==> config.mk <==
export PLATFORM = sky130hd
export DESIGN_NAME = watchdog_strike_safe_mode_tracker
export DESIGN_NICKNAME = d
export VERILOG_FILES = /design/src/design/wdst_pkg.sv /design/src/design/wdst_step.sv /design/src/design/watchdog_strike_safe_mode_tracker.sv
export SDC_FILE = /design/constraint.sdc
export NUM_CORES = 1
export LEC_CHECK = 0
export BUFFER_PORTS_ARGS = -buffer_cell sky130_fd_sc_hd__buf_4
export CAP_MARGIN = 10
export CORE_MARGIN = 10
export CORE_UTILIZATION = 30
export DETAILED_ROUTE_END_ITERATION = 8
export PLACE_DENSITY = 0.6
export SYNTH_ARGS = -nofsm -noshare
export SYNTH_HDL_FRONTEND = slang
export SYNTH_SLANG_ARGS = --single-unit
==> constraint.sdc <==
create_clock -name aclk -period 12.3 [get_ports aclk]
set_input_delay 0.615 -clock aclk [delete_from_list [all_inputs] [get_ports aclk]]
set_output_delay 0.615 -clock aclk [all_outputs]
set_load 0.02 [all_outputs]
==> src/design/wdst_pkg.sv <==
`default_nettype none

package wdst_pkg;

    localparam logic [1:0] STRIKE_MAX = 2'd3;
    localparam logic [7:0] CNT_MASK   = 8'h30;
    localparam logic [7:0] PHASE_MASK = 8'h0F;
    localparam logic [3:0] PHASE_IDLE = 4'd0;

    typedef enum logic [1:0] {
        CMD_BOOT  = 2'd0,
        CMD_FEED  = 2'd1,
        CMD_CRUMB = 2'd2
    } cmd_t;

    typedef enum logic [1:0] {
        REG_SAFE_STRIKES = 2'd0,
        REG_HEALTHY_TIME = 2'd1,
        REG_RETAINED_TAG = 2'd2
    } reg_index_t;

    typedef struct packed {
        logic [1:0]  safe_mode_strikes;
        logic [31:0] healthy_time_ms;
        logic [1:0]  retained_tag;
    } cfg_t;

    typedef struct packed {
        logic [1:0]  command;
        logic [31:0] now_ms;
        logic [3:0]  phase;
        logic        watchdog_reset;
        logic        readable;
        logic        write_ok;
    } item_t;

    typedef struct packed {
        logic [7:0]  retained_store;
        logic [31:0] boot_time;
        logic [3:0]  cached_phase;
        logic        cache_valid;
        logic [1:0]  strikes_now;
        logic        safe_flag;
        logic        clear_pending;
        logic        store_usable;
        logic        fail_latch;
    } state_t;

    typedef struct packed {
        logic [1:0] strike_count;
        logic       safe_active;
        logic       crumb_valid;
        logic [3:0] last_phase;
        logic       wdog_cause;
        logic       readable_report;
        logic       writable_report;
        logic       write_error;
        logic       feed_pulse;
        logic [7:0] retained_value;
    } result_t;

    // merge one field, replacing an untagged byte by the bare tag first
    function automatic logic [7:0] field_merge(input logic [7:0] cur, input logic [1:0] tag,
                                               input logic [7:0] mask, input logic [7:0] value);
        logic [7:0] base;
        base = (cur[7:6] == tag) ? cur : {tag, 6'b0};
        return (base & ~mask) | (value & mask);
    endfunction

endpackage

`default_nettype wire

==> src/design/wdst_step.sv <==
`default_nettype none

module wdst_step (
    input  wdst_pkg::cfg_t    cfg,
    input  wdst_pkg::state_t  state,
    input  wdst_pkg::item_t   item,
    output wdst_pkg::state_t  state_next,
    output wdst_pkg::result_t result
);
    import wdst_pkg::*;

    always_comb begin
        state_t     st;
        logic [1:0] strikes;
        logic       valid;
        logic [3:0] prev;
        logic       pulse;
        logic       wr_en;
        logic [31:0] elapsed;

        st      = state;
        strikes = 2'd0;
        valid   = 1'b0;
        prev    = 4'd0;
        pulse   = 1'b0;
        wr_en   = 1'b0;
        elapsed = item.now_ms - state.boot_time;

        case (item.command)
            CMD_BOOT: begin
                st.boot_time     = item.now_ms;
                st.cache_valid   = 1'b0;
                st.cached_phase  = 4'd0;
                st.fail_latch    = 1'b0;
                st.store_usable  = item.readable;
                if (item.readable) begin
                    valid = (st.retained_store[7:6] == cfg.retained_tag);
                    if (valid) begin
                        strikes = st.retained_store[5:4];
                        prev    = st.retained_store[3:0];
                    end else if (item.write_ok) begin
                        st.retained_store = {cfg.retained_tag, 6'b0};
                    end else begin
                        st.store_usable = 1'b0;
                    end
                end
                wr_en = st.store_usable && item.write_ok;
                if (item.watchdog_reset) begin
                    if (strikes != STRIKE_MAX) begin
                        strikes = strikes + 2'd1;
                    end
                    if (wr_en) begin
                        st.retained_store = field_merge(st.retained_store, cfg.retained_tag,
                                                        CNT_MASK, {2'b0, strikes, 4'b0});
                    end
                end else if (strikes != 2'd0) begin
                    strikes = 2'd0;
                    if (wr_en) begin
                        st.retained_store = field_merge(st.retained_store, cfg.retained_tag,
                                                        CNT_MASK, 8'h00);
                    end
                end
                st.strikes_now   = strikes;
                st.safe_flag     = (strikes >= cfg.safe_mode_strikes);
                st.clear_pending = (strikes != 2'd0);
                if (wr_en) begin
                    st.retained_store = field_merge(st.retained_store, cfg.retained_tag,
                                                    PHASE_MASK, {4'b0, PHASE_IDLE});
                    st.cached_phase   = PHASE_IDLE;
                    st.cache_valid    = 1'b1;
                end else begin
                    st.fail_latch = 1'b1;
                end
            end
            CMD_FEED: begin
                wr_en = st.store_usable && item.write_ok;
                if (st.clear_pending && (elapsed >= cfg.healthy_time_ms)) begin
                    st.clear_pending = 1'b0;
                    st.strikes_now   = 2'd0;
                    if (wr_en) begin
                        st.retained_store = field_merge(st.retained_store, cfg.retained_tag,
                                                        CNT_MASK, 8'h00);
                    end
                end
                pulse = 1'b1;
            end
            CMD_CRUMB: begin
                wr_en = st.store_usable && item.write_ok;
                if (!(st.cache_valid && (item.phase == st.cached_phase))) begin
                    if (wr_en) begin
                        st.retained_store = field_merge(st.retained_store, cfg.retained_tag,
                                                        PHASE_MASK, {4'b0, item.phase});
                        st.cached_phase   = item.phase;
                        st.cache_valid    = 1'b1;
                    end else begin
                        st.fail_latch = 1'b1;
                    end
                end
            end
            default: begin
            end
        endcase

        state_next = st;

        result.strike_count    = st.strikes_now;
        result.safe_active     = st.safe_flag;
        result.crumb_valid     = valid;
        result.last_phase      = prev;
        result.wdog_cause      = (item.command == CMD_BOOT) && item.watchdog_reset;
        result.readable_report = (item.command == CMD_BOOT) && item.readable;
        result.writable_report = st.store_usable;
        result.write_error     = st.fail_latch;
        result.feed_pulse      = pulse;
        result.retained_value  = st.retained_store;
    end

endmodule

`default_nettype wire

==> src/design/watchdog_strike_safe_mode_tracker.sv <==
// An accepted input transaction's result is registered and presented on the m_ side.
// Throughput: one transaction per cycle while results drain; the tracker state and the
// result register are updated together by a single pass of the step logic at acceptance.
// s_ready is high whenever the result register is empty or being drained.
// Reset (aresetn low, synchronous) restores the configuration defaults, clears the
// retained byte and all tracker state, and empties the result register.
`default_nettype none

module watchdog_strike_safe_mode_tracker (
    input  wire logic        aclk,
    input  wire logic        aresetn,

    input  wire logic        cfg_wr_en,
    input  wire logic [1:0]  cfg_index,
    input  wire logic [31:0] cfg_wr_data,

    input  wire logic        s_valid,
    output logic             s_ready,
    input  wire logic [1:0]  s_command,
    input  wire logic [31:0] s_now_ms,
    input  wire logic [3:0]  s_phase,
    input  wire logic        s_watchdog_reset,
    input  wire logic        s_readable,
    input  wire logic        s_write_ok,

    output logic             m_valid,
    input  wire logic        m_ready,
    output logic [1:0]       m_strike_count,
    output logic             m_safe_active,
    output logic             m_crumb_valid,
    output logic [3:0]       m_last_phase,
    output logic             m_wdog_cause,
    output logic             m_readable_report,
    output logic             m_writable_report,
    output logic             m_write_error,
    output logic             m_feed_pulse,
    output logic [7:0]       m_retained_value
);
    import wdst_pkg::*;

    cfg_t    cfg_reg;
    state_t  state_reg;
    state_t  state_next;
    item_t   item;
    result_t result_next;
    result_t result_reg;
    logic    m_valid_reg;
    logic    accept;

    assign s_ready = !m_valid_reg || m_ready;
    assign accept  = s_valid && s_ready;

    assign item.command        = s_command;
    assign item.now_ms         = s_now_ms;
    assign item.phase          = s_phase;
    assign item.watchdog_reset = s_watchdog_reset;
    assign item.readable       = s_readable;
    assign item.write_ok       = s_write_ok;

    wdst_step u_step (
        .cfg        (cfg_reg),
        .state      (state_reg),
        .item       (item),
        .state_next (state_next),
        .result     (result_next)
    );

    always_ff @(posedge aclk) begin
        if (!aresetn) begin
            cfg_reg.safe_mode_strikes <= 2'd3;
            cfg_reg.healthy_time_ms   <= 32'd60000;
            cfg_reg.retained_tag      <= 2'd2;
        end else if (cfg_wr_en) begin
            unique case (cfg_index)
                REG_SAFE_STRIKES: cfg_reg.safe_mode_strikes <= cfg_wr_data[1:0];
                REG_HEALTHY_TIME: cfg_reg.healthy_time_ms   <= cfg_wr_data;
                REG_RETAINED_TAG: cfg_reg.retained_tag      <= cfg_wr_data[1:0];
                default: begin
                end
            endcase
        end
    end

    always_ff @(posedge aclk) begin
        if (!aresetn) begin
            state_reg   <= '0;
            m_valid_reg <= 1'b0;
        end else begin
            if (accept) begin
                state_reg   <= state_next;
                m_valid_reg <= 1'b1;
            end else if (m_ready) begin
                m_valid_reg <= 1'b0;
            end
        end
    end

    always_ff @(posedge aclk) begin
        if (accept) begin
            result_reg <= result_next;
        end
    end

    assign m_valid           = m_valid_reg;
    assign m_strike_count    = result_reg.strike_count;
    assign m_safe_active     = result_reg.safe_active;
    assign m_crumb_valid     = result_reg.crumb_valid;
    assign m_last_phase      = result_reg.last_phase;
    assign m_wdog_cause      = result_reg.wdog_cause;
    assign m_readable_report = result_reg.readable_report;
    assign m_writable_report = result_reg.writable_report;
    assign m_write_error     = result_reg.write_error;
    assign m_feed_pulse      = result_reg.feed_pulse;
    assign m_retained_value  = result_reg.retained_value;

    a_feed_no_boot_fields: assert property (@(posedge aclk) disable iff (!aresetn)
        m_valid && m_feed_pulse |-> !m_crumb_valid && (m_last_phase == 4'd0)
                                    && !m_wdog_cause && !m_readable_report)
        else $error("feed result carries boot fields");

    a_crumb_needs_read: assert property (@(posedge aclk) disable iff (!aresetn)
        m_valid && m_crumb_valid |-> m_readable_report && m_writable_report)
        else $error("valid crumb reported without readable store");

    a_unreadable_boot: assert property (@(posedge aclk) disable iff (!aresetn)
        accept && (s_command == CMD_BOOT) && !s_readable
        |=> m_valid && !m_writable_report && m_write_error)
        else $error("unreadable boot left store usable");

endmodule

`default_nettype wire
Yosys cells after proc, flatten, opt, wreduce, memory -nomap -nowiden
Cells that the tools add are included.
Widths: inputs -> output; s select.
{"block": "totals", "regBits": 109, "elab_cells": 113, "output_inout_bits": 23}
{"block": "classes", "n_eq_ne": 12, "muxes": 48, "order_cmp": 2, "n_bitwise": 2, "n_addsub": 2, "n_reduce_logical": 24}
{"operator": "$mux 8", "count": 17}
{"operator": "$ge 32x32->1", "count": 1}
{"operator": "$sub 32x32->32", "count": 1}
{"operator": "$pmux 8 s3", "count": 1}
{"operator": "$mux 2", "count": 10}
{"operator": "$mux 1", "count": 14}
{"operator": "$mux 5", "count": 2}
{"operator": "$pmux 5 s2", "count": 1}
{"operator": "$reduce_and 2->1", "count": 5}
{"operator": "$reduce_bool 2->1", "count": 5}
{"operator": "$or 8x4->8", "count": 1}
{"operator": "$or 8x6->8", "count": 1}
{"operator": "$logic_and 1x1->1", "count": 7}
{"operator": "$eq 2x2->1", "count": 3}
{"operator": "$reduce_and 3->1", "count": 2}
{"operator": "$eq 2x1->1 const B", "count": 2}
{"operator": "$eq 2x2->1 const B", "count": 2}
{"operator": "$eq 4x4->1", "count": 1}
{"operator": "$logic_not 2->1", "count": 2}
{"operator": "$ne 2x1->1 const B", "count": 2}
{"operator": "$ne 2x2->1 const B", "count": 2}
{"operator": "$pmux 1 s2", "count": 2}
{"operator": "$pmux 2 s2", "count": 1}
{"operator": "$reduce_and 4->1", "count": 1}
{"operator": "other kinds (4)", "count": 4}

Depth between registers and ports, before layout
{"block": "logic_depth", "word_depth": 16, "ltp_mapped": 21, "ltp_nobuf": 21}

Hierarchy
From an unflattened synthesis, not the netlist that was laid out.
{"block": "unflattened", "hier_cells": 940, "hier_area_um2": 7541.0}
{"mod": "watchdog_strike_safe_mode_tracker", "n_inst": 1, "cells_per_inst": 405, "area_each_um2": 4056.4}
{"mod": "wdst_step", "n_inst": 1, "cells_per_inst": 535, "area_each_um2": 3484.6}

Worst setup path after synthesis
OpenSTA, ideal clock, no wires.
{"block": "synth_path", "kind": "input -> register", "start": "in s_now_ms[0]", "end": "reg result_reg (netlist bit m_retained_value[6]), data pin", "arrival_ns": 4.491, "path_slack_ns": 7.550, "setup_ns": 0.260, "path_stages": 19, "path_cell_list": "inv_1 > ha_1 > inv_1 > fa_1 > a21o_1 > a221o_1 > a21oi_1 > o22ai_1 > o221ai_2 > o2111ai_1 > a21oi_1 > xnor2_1 > ha_1 > nand4_1 > or2_1 > or3_1 > o31a_4 > o21ai_2 > mux2_2"}
{"item": "start, declared", "line_no": "watchdog_strike_safe_mode_tracker.sv:20", "rtl": "input wire logic [31:0] s_now_ms,"}
{"item": "end signal, assigned", "line_no": "watchdog_strike_safe_mode_tracker.sv:100", "rtl": "result_reg <= result_next;"}
{"item": "end, declared", "line_no": "watchdog_strike_safe_mode_tracker.sv:46", "rtl": "result_t result_reg;"}

==> impl_metrics.csv <==
group,metric,value,unit
route,wl,17.3,mm
critical_path,critPathSlowestCell,"sky130_fd_sc_hd__o31a_4",
yosys,synth_edf_count,21,
global_route,grt_max_degree,64,
critical_path,worst_ep_required_time,12410,ps
sta,rsz0062_at_grt,"no",
final_layout,final-seq-area,2390,um2
place,port_buffers,102,
sta,fin_setup_tns,0,ps
flow_run,cap_violations,0,
final_layout,layout-area-overhead-vs-synth,19.8,%
yosys,synth_seq_cells,109,
power_and_ir_drop,power.total,0.873,mW
final_layout,antennaDiodeCount,0,
sta,final_hold_fails,0,
route,route.vias.total,5679,
clocking,clk-insertion-delay-late,370,ps
critical_path,worstPathMaxFanout,7,
global_route,grt_antenna_before_repair,0,
run_status,outcome,"completed",
sta,max_slew.worst_pin.slew,823,ps
critical_path,r2r_setup_slack,7330,ps
sta,setup_slack,7260,ps
route,drc,0,
floorplan,die-width,169,um
hold_path,min_path_type,"register to register",
yosys,syn_area_per_cell,8.15,um2
yosys,synth_seq_area_share,0.360,
final_layout,layout_common_cells,"sky130_fd_sc_hd__nand2_1 (162), sky130_fd_sc_hd__buf_4 (107), sky130_fd_sc_hd__a21oi_1 (98)",
sta,achievable-frequency,0.199,GHz
final_layout,final_net_count,1049,
final_layout,share_of_final_layout_standard_cells_stronger_than_drive_strength_1,0.159,
clocking,post-cts-setup-buffers,0,
final_layout,finalCoreUtilization,0.365,
critical_path,critical_path_buf_inv_count,3,
clocking,numClockSinks,109,
global_route,grt_overflow_total,0,
critical_path,timing.critical_path.from_type,"primary input",
sta,post-route-period-util,0.409,
power_and_ir_drop,pwr_density_cell,110,nW/um2
floorplan,core_area,21800,um2
final_layout,final_non_filler_cell_area,7970,um2
global_route,via_count_of_the_first_global_routing_pass,5592,
place,dpl-instance-area,7680,um2
hold_path,worstHoldStart,"state_reg[12]",
clocking,cts.root.buffer_cell,"sky130_fd_sc_hd__clkbuf_16",
yosys,synth-warning-count,0,
floorplan,die_height,169,um
clocking,number_of_cts_inserted_buffers,9,
place,place.gp.congestion,0.809,
hold_path,min_delay_worst_endpoint,"state_reg[12]",
critical_path,slowest_delay,430,ps
clocking,postCtsHoldBufs,0,
critical_path,timing.reg2reg.worst_path_depth,18,
critical_path,r2r-end,"m_retained_value[7]",
clocking,htreeDepth,3,
global_route,grt_first_pass_wirelength,28.4,mm
floorplan,initial_standard_cell_utilization_of_the_core,0.305,
yosys,synth_top_flop_cell,"sky130_fd_sc_hd__dfxtp_1",
final_layout,multi_input_area,3830,um2
critical_path,critical_path.cell_chain,"buf_4 > inv_1 > ha_1 > inv_1 > fa_1 > a21o_1 > a221o_1 > a21oi_1 > o22ai_1 > o221ai_2 > o2111ai_1 > a21oi_1 > xnor2_1 > ha_1 > nand4_1 > or2_1 > or3_1 > o31a_4 > o21ai_2 > mux2_2",
clocking,cts_repair_resize_count,0,
route,ant_nets,0,
yosys,synth_nets,962,
hold_path,whs_path_depth,2,
route,wire_per_inst,14.6,um
power_and_ir_drop,static-leakage-power,3.16,nW
floorplan,ios,103,
final_layout,largest_register_ffs,51,
sta,final-setup-viol-count,0,
sta,timing.max_slew.rel_slack,0.447,
floorplan,rows,54,
yosys,yosysUniqueCellTypes,63,
clocking,tritoncts_clock_tree,"done",
final_layout,mostFrequentLayoutCell,"sky130_fd_sc_hd__nand2_1",
place,post-place-ws,6920,ps
yosys,syn-instance-count,816,
critical_path,critPathTopFamily,"compound AO/OA/AOI/OAI gates",
critical_path,critical_path_class,"primary input to register",
sta,skew,13.4,ps
clocking,clk_pin_slew,80,ps
global_route,overall_routing_resource_usage,0.121,
route,first_pass_iters,4,
yosys,netlist_area,6650,um2
power_and_ir_drop,vdd_drop_max,56.5,uV
critical_path,reg2reg_from,"state_reg[11]",
sta,layout_min_cycle_time,5040,ps
final_layout,final.fill_count,2261,
critical_path,setup.worst_path.end_class,"register",
route,routed_via_density,4.78,
critical_path,worstPathArrival,5150,ps
clocking,cts.path.max_buffers,2,
floorplan,fp.dieArea,28500,um2
route,drt_iter0_drc,304,
place,hpwlAfterDp,13.3,mm
yosys,ys_async_sr_fraction,0,
sta,timing_max_transition_violations_final,0,
==> synthesized netlist by cell type (3+ instances only) <==
cell type                    n  share of area
sky130_fd_sc_hd__nor3_1      7         0.0053
sky130_fd_sc_hd__o21bai_1    5         0.0056
sky130_fd_sc_hd__mux2i_1     7          0.011
sky130_fd_sc_hd__o21ai_1     7         0.0053
sky130_fd_sc_hd__nand2_1   162          0.091
sky130_fd_sc_hd__inv_1      79          0.045
sky130_fd_sc_hd__a22oi_1     5         0.0056
sky130_fd_sc_hd__clkbuf_1   27          0.015
sky130_fd_sc_hd__mux2_2      4         0.0068
sky130_fd_sc_hd__a221oi_1    4         0.0053
sky130_fd_sc_hd__nand2b_1    9         0.0085
sky130_fd_sc_hd__ha_1       65           0.12
sky130_fd_sc_hd__nor2b_1     5         0.0047
sky130_fd_sc_hd__o21a_1      4         0.0045
sky130_fd_sc_hd__xor2_1      8          0.011
sky130_fd_sc_hd__nand3b_1    3         0.0034
sky130_fd_sc_hd__nand3_1    21          0.016
sky130_fd_sc_hd__nand4_1     9         0.0085
sky130_fd_sc_hd__o211ai_1   15          0.017
sky130_fd_sc_hd__a221o_1     3         0.0045
sky130_fd_sc_hd__and3_1      4         0.0038
sky130_fd_sc_hd__a211oi_1    3         0.0034
sky130_fd_sc_hd__a21o_1     27          0.030
sky130_fd_sc_hd__nor2_1     27          0.015
sky130_fd_sc_hd__xnor2_1    28          0.037
sky130_fd_sc_hd__o21ai_0    18          0.014
sky130_fd_sc_hd__edfxtp_1   21          0.095
sky130_fd_sc_hd__dfxtp_1    88           0.26
sky130_fd_sc_hd__or3_1       3         0.0028
sky130_fd_sc_hd__o22ai_1     3         0.0028
sky130_fd_sc_hd__a31oi_1     6         0.0056
sky130_fd_sc_hd__and2_1      7         0.0066
sky130_fd_sc_hd__a21oi_1    98          0.074
==> report_power, final <==
part           internal [mW]  switching, mW
combinational         0.0914          0.110
sequential             0.377        0.00603
clock                  0.146          0.142
total                  0.614          0.259
==> metal layers <==
metal,track usage,up-vias,share of wire
met5,0,-,0
met4,0.0299,0,0.010
met3,0.0324,12,0.046
met2,0.189,84,0.45
met1,0.161,2601,0.49
li1,-,2982,-
==> logic make-up (layout without fill, tap and decap cells) <==
| group | Yosys count | after routing | synth area share |
|---|---|---|---|
| AO/OA/AOI/OAI | 216 | 216 | 0.208 |
| XOR/XNOR | 36 | 36 | 0.0474 |
| adder cells (fa/ha/maj) | 66 | 66 | 0.125 |
| buffers and inverters | 112 | 204 | 0.0649 |
| flip-flops | 109 | 109 | 0.360 |
| multiplexers | 11 | 11 | 0.0173 |
| AND/OR/NAND/NOR | 266 | 266 | 0.177 |
==> per-stage QoR <==
stage                     hold WS (ps)  instances
final                              456       1188
after floorplan                    436        816
after CTS                          458       1188
after global placement             442       1172
after global routing               475       1188
after detailed placement           448       1172
==> worst max-delay path by stage <==
stage | startpoint | to | slack [ps] | cells after the start
final | s_now_ms[0] | m_retained_value[7] | 7260 | 20
after global routing | s_now_ms[0] | m_retained_value[3] | 7050 | 20
after CTS | s_now_ms[0] | m_retained_value[7] | 7300 | 20
after detailed placement | s_now_ms[0] | m_retained_value[7] | 6920 | 20
after global placement | s_now_ms[0] | m_retained_value[7] | 7000 | 20
after floorplan | s_now_ms[0] | m_retained_value[6] | 7550 | 19
==> layout make-up <==
type,count,share of cell area
Multi-Input combinational cell,595,0.481
Sequential cell,109,0.300
Timing Repair Buffer,107,0.101
Tap cell,280,0.0440
Inverter,81,0.0382
Clock buffer,11,0.0305
Clock inverter,5,0.00550
==> tightest hold or removal path, cell delays in order (launching register included) <==
cell                      delay, ps
sky130_fd_sc_hd__dfxtp_1        310
sky130_fd_sc_hd__nand2_1         50
sky130_fd_sc_hd__a21oi_1         50
(Power assumes the default switching activity.)
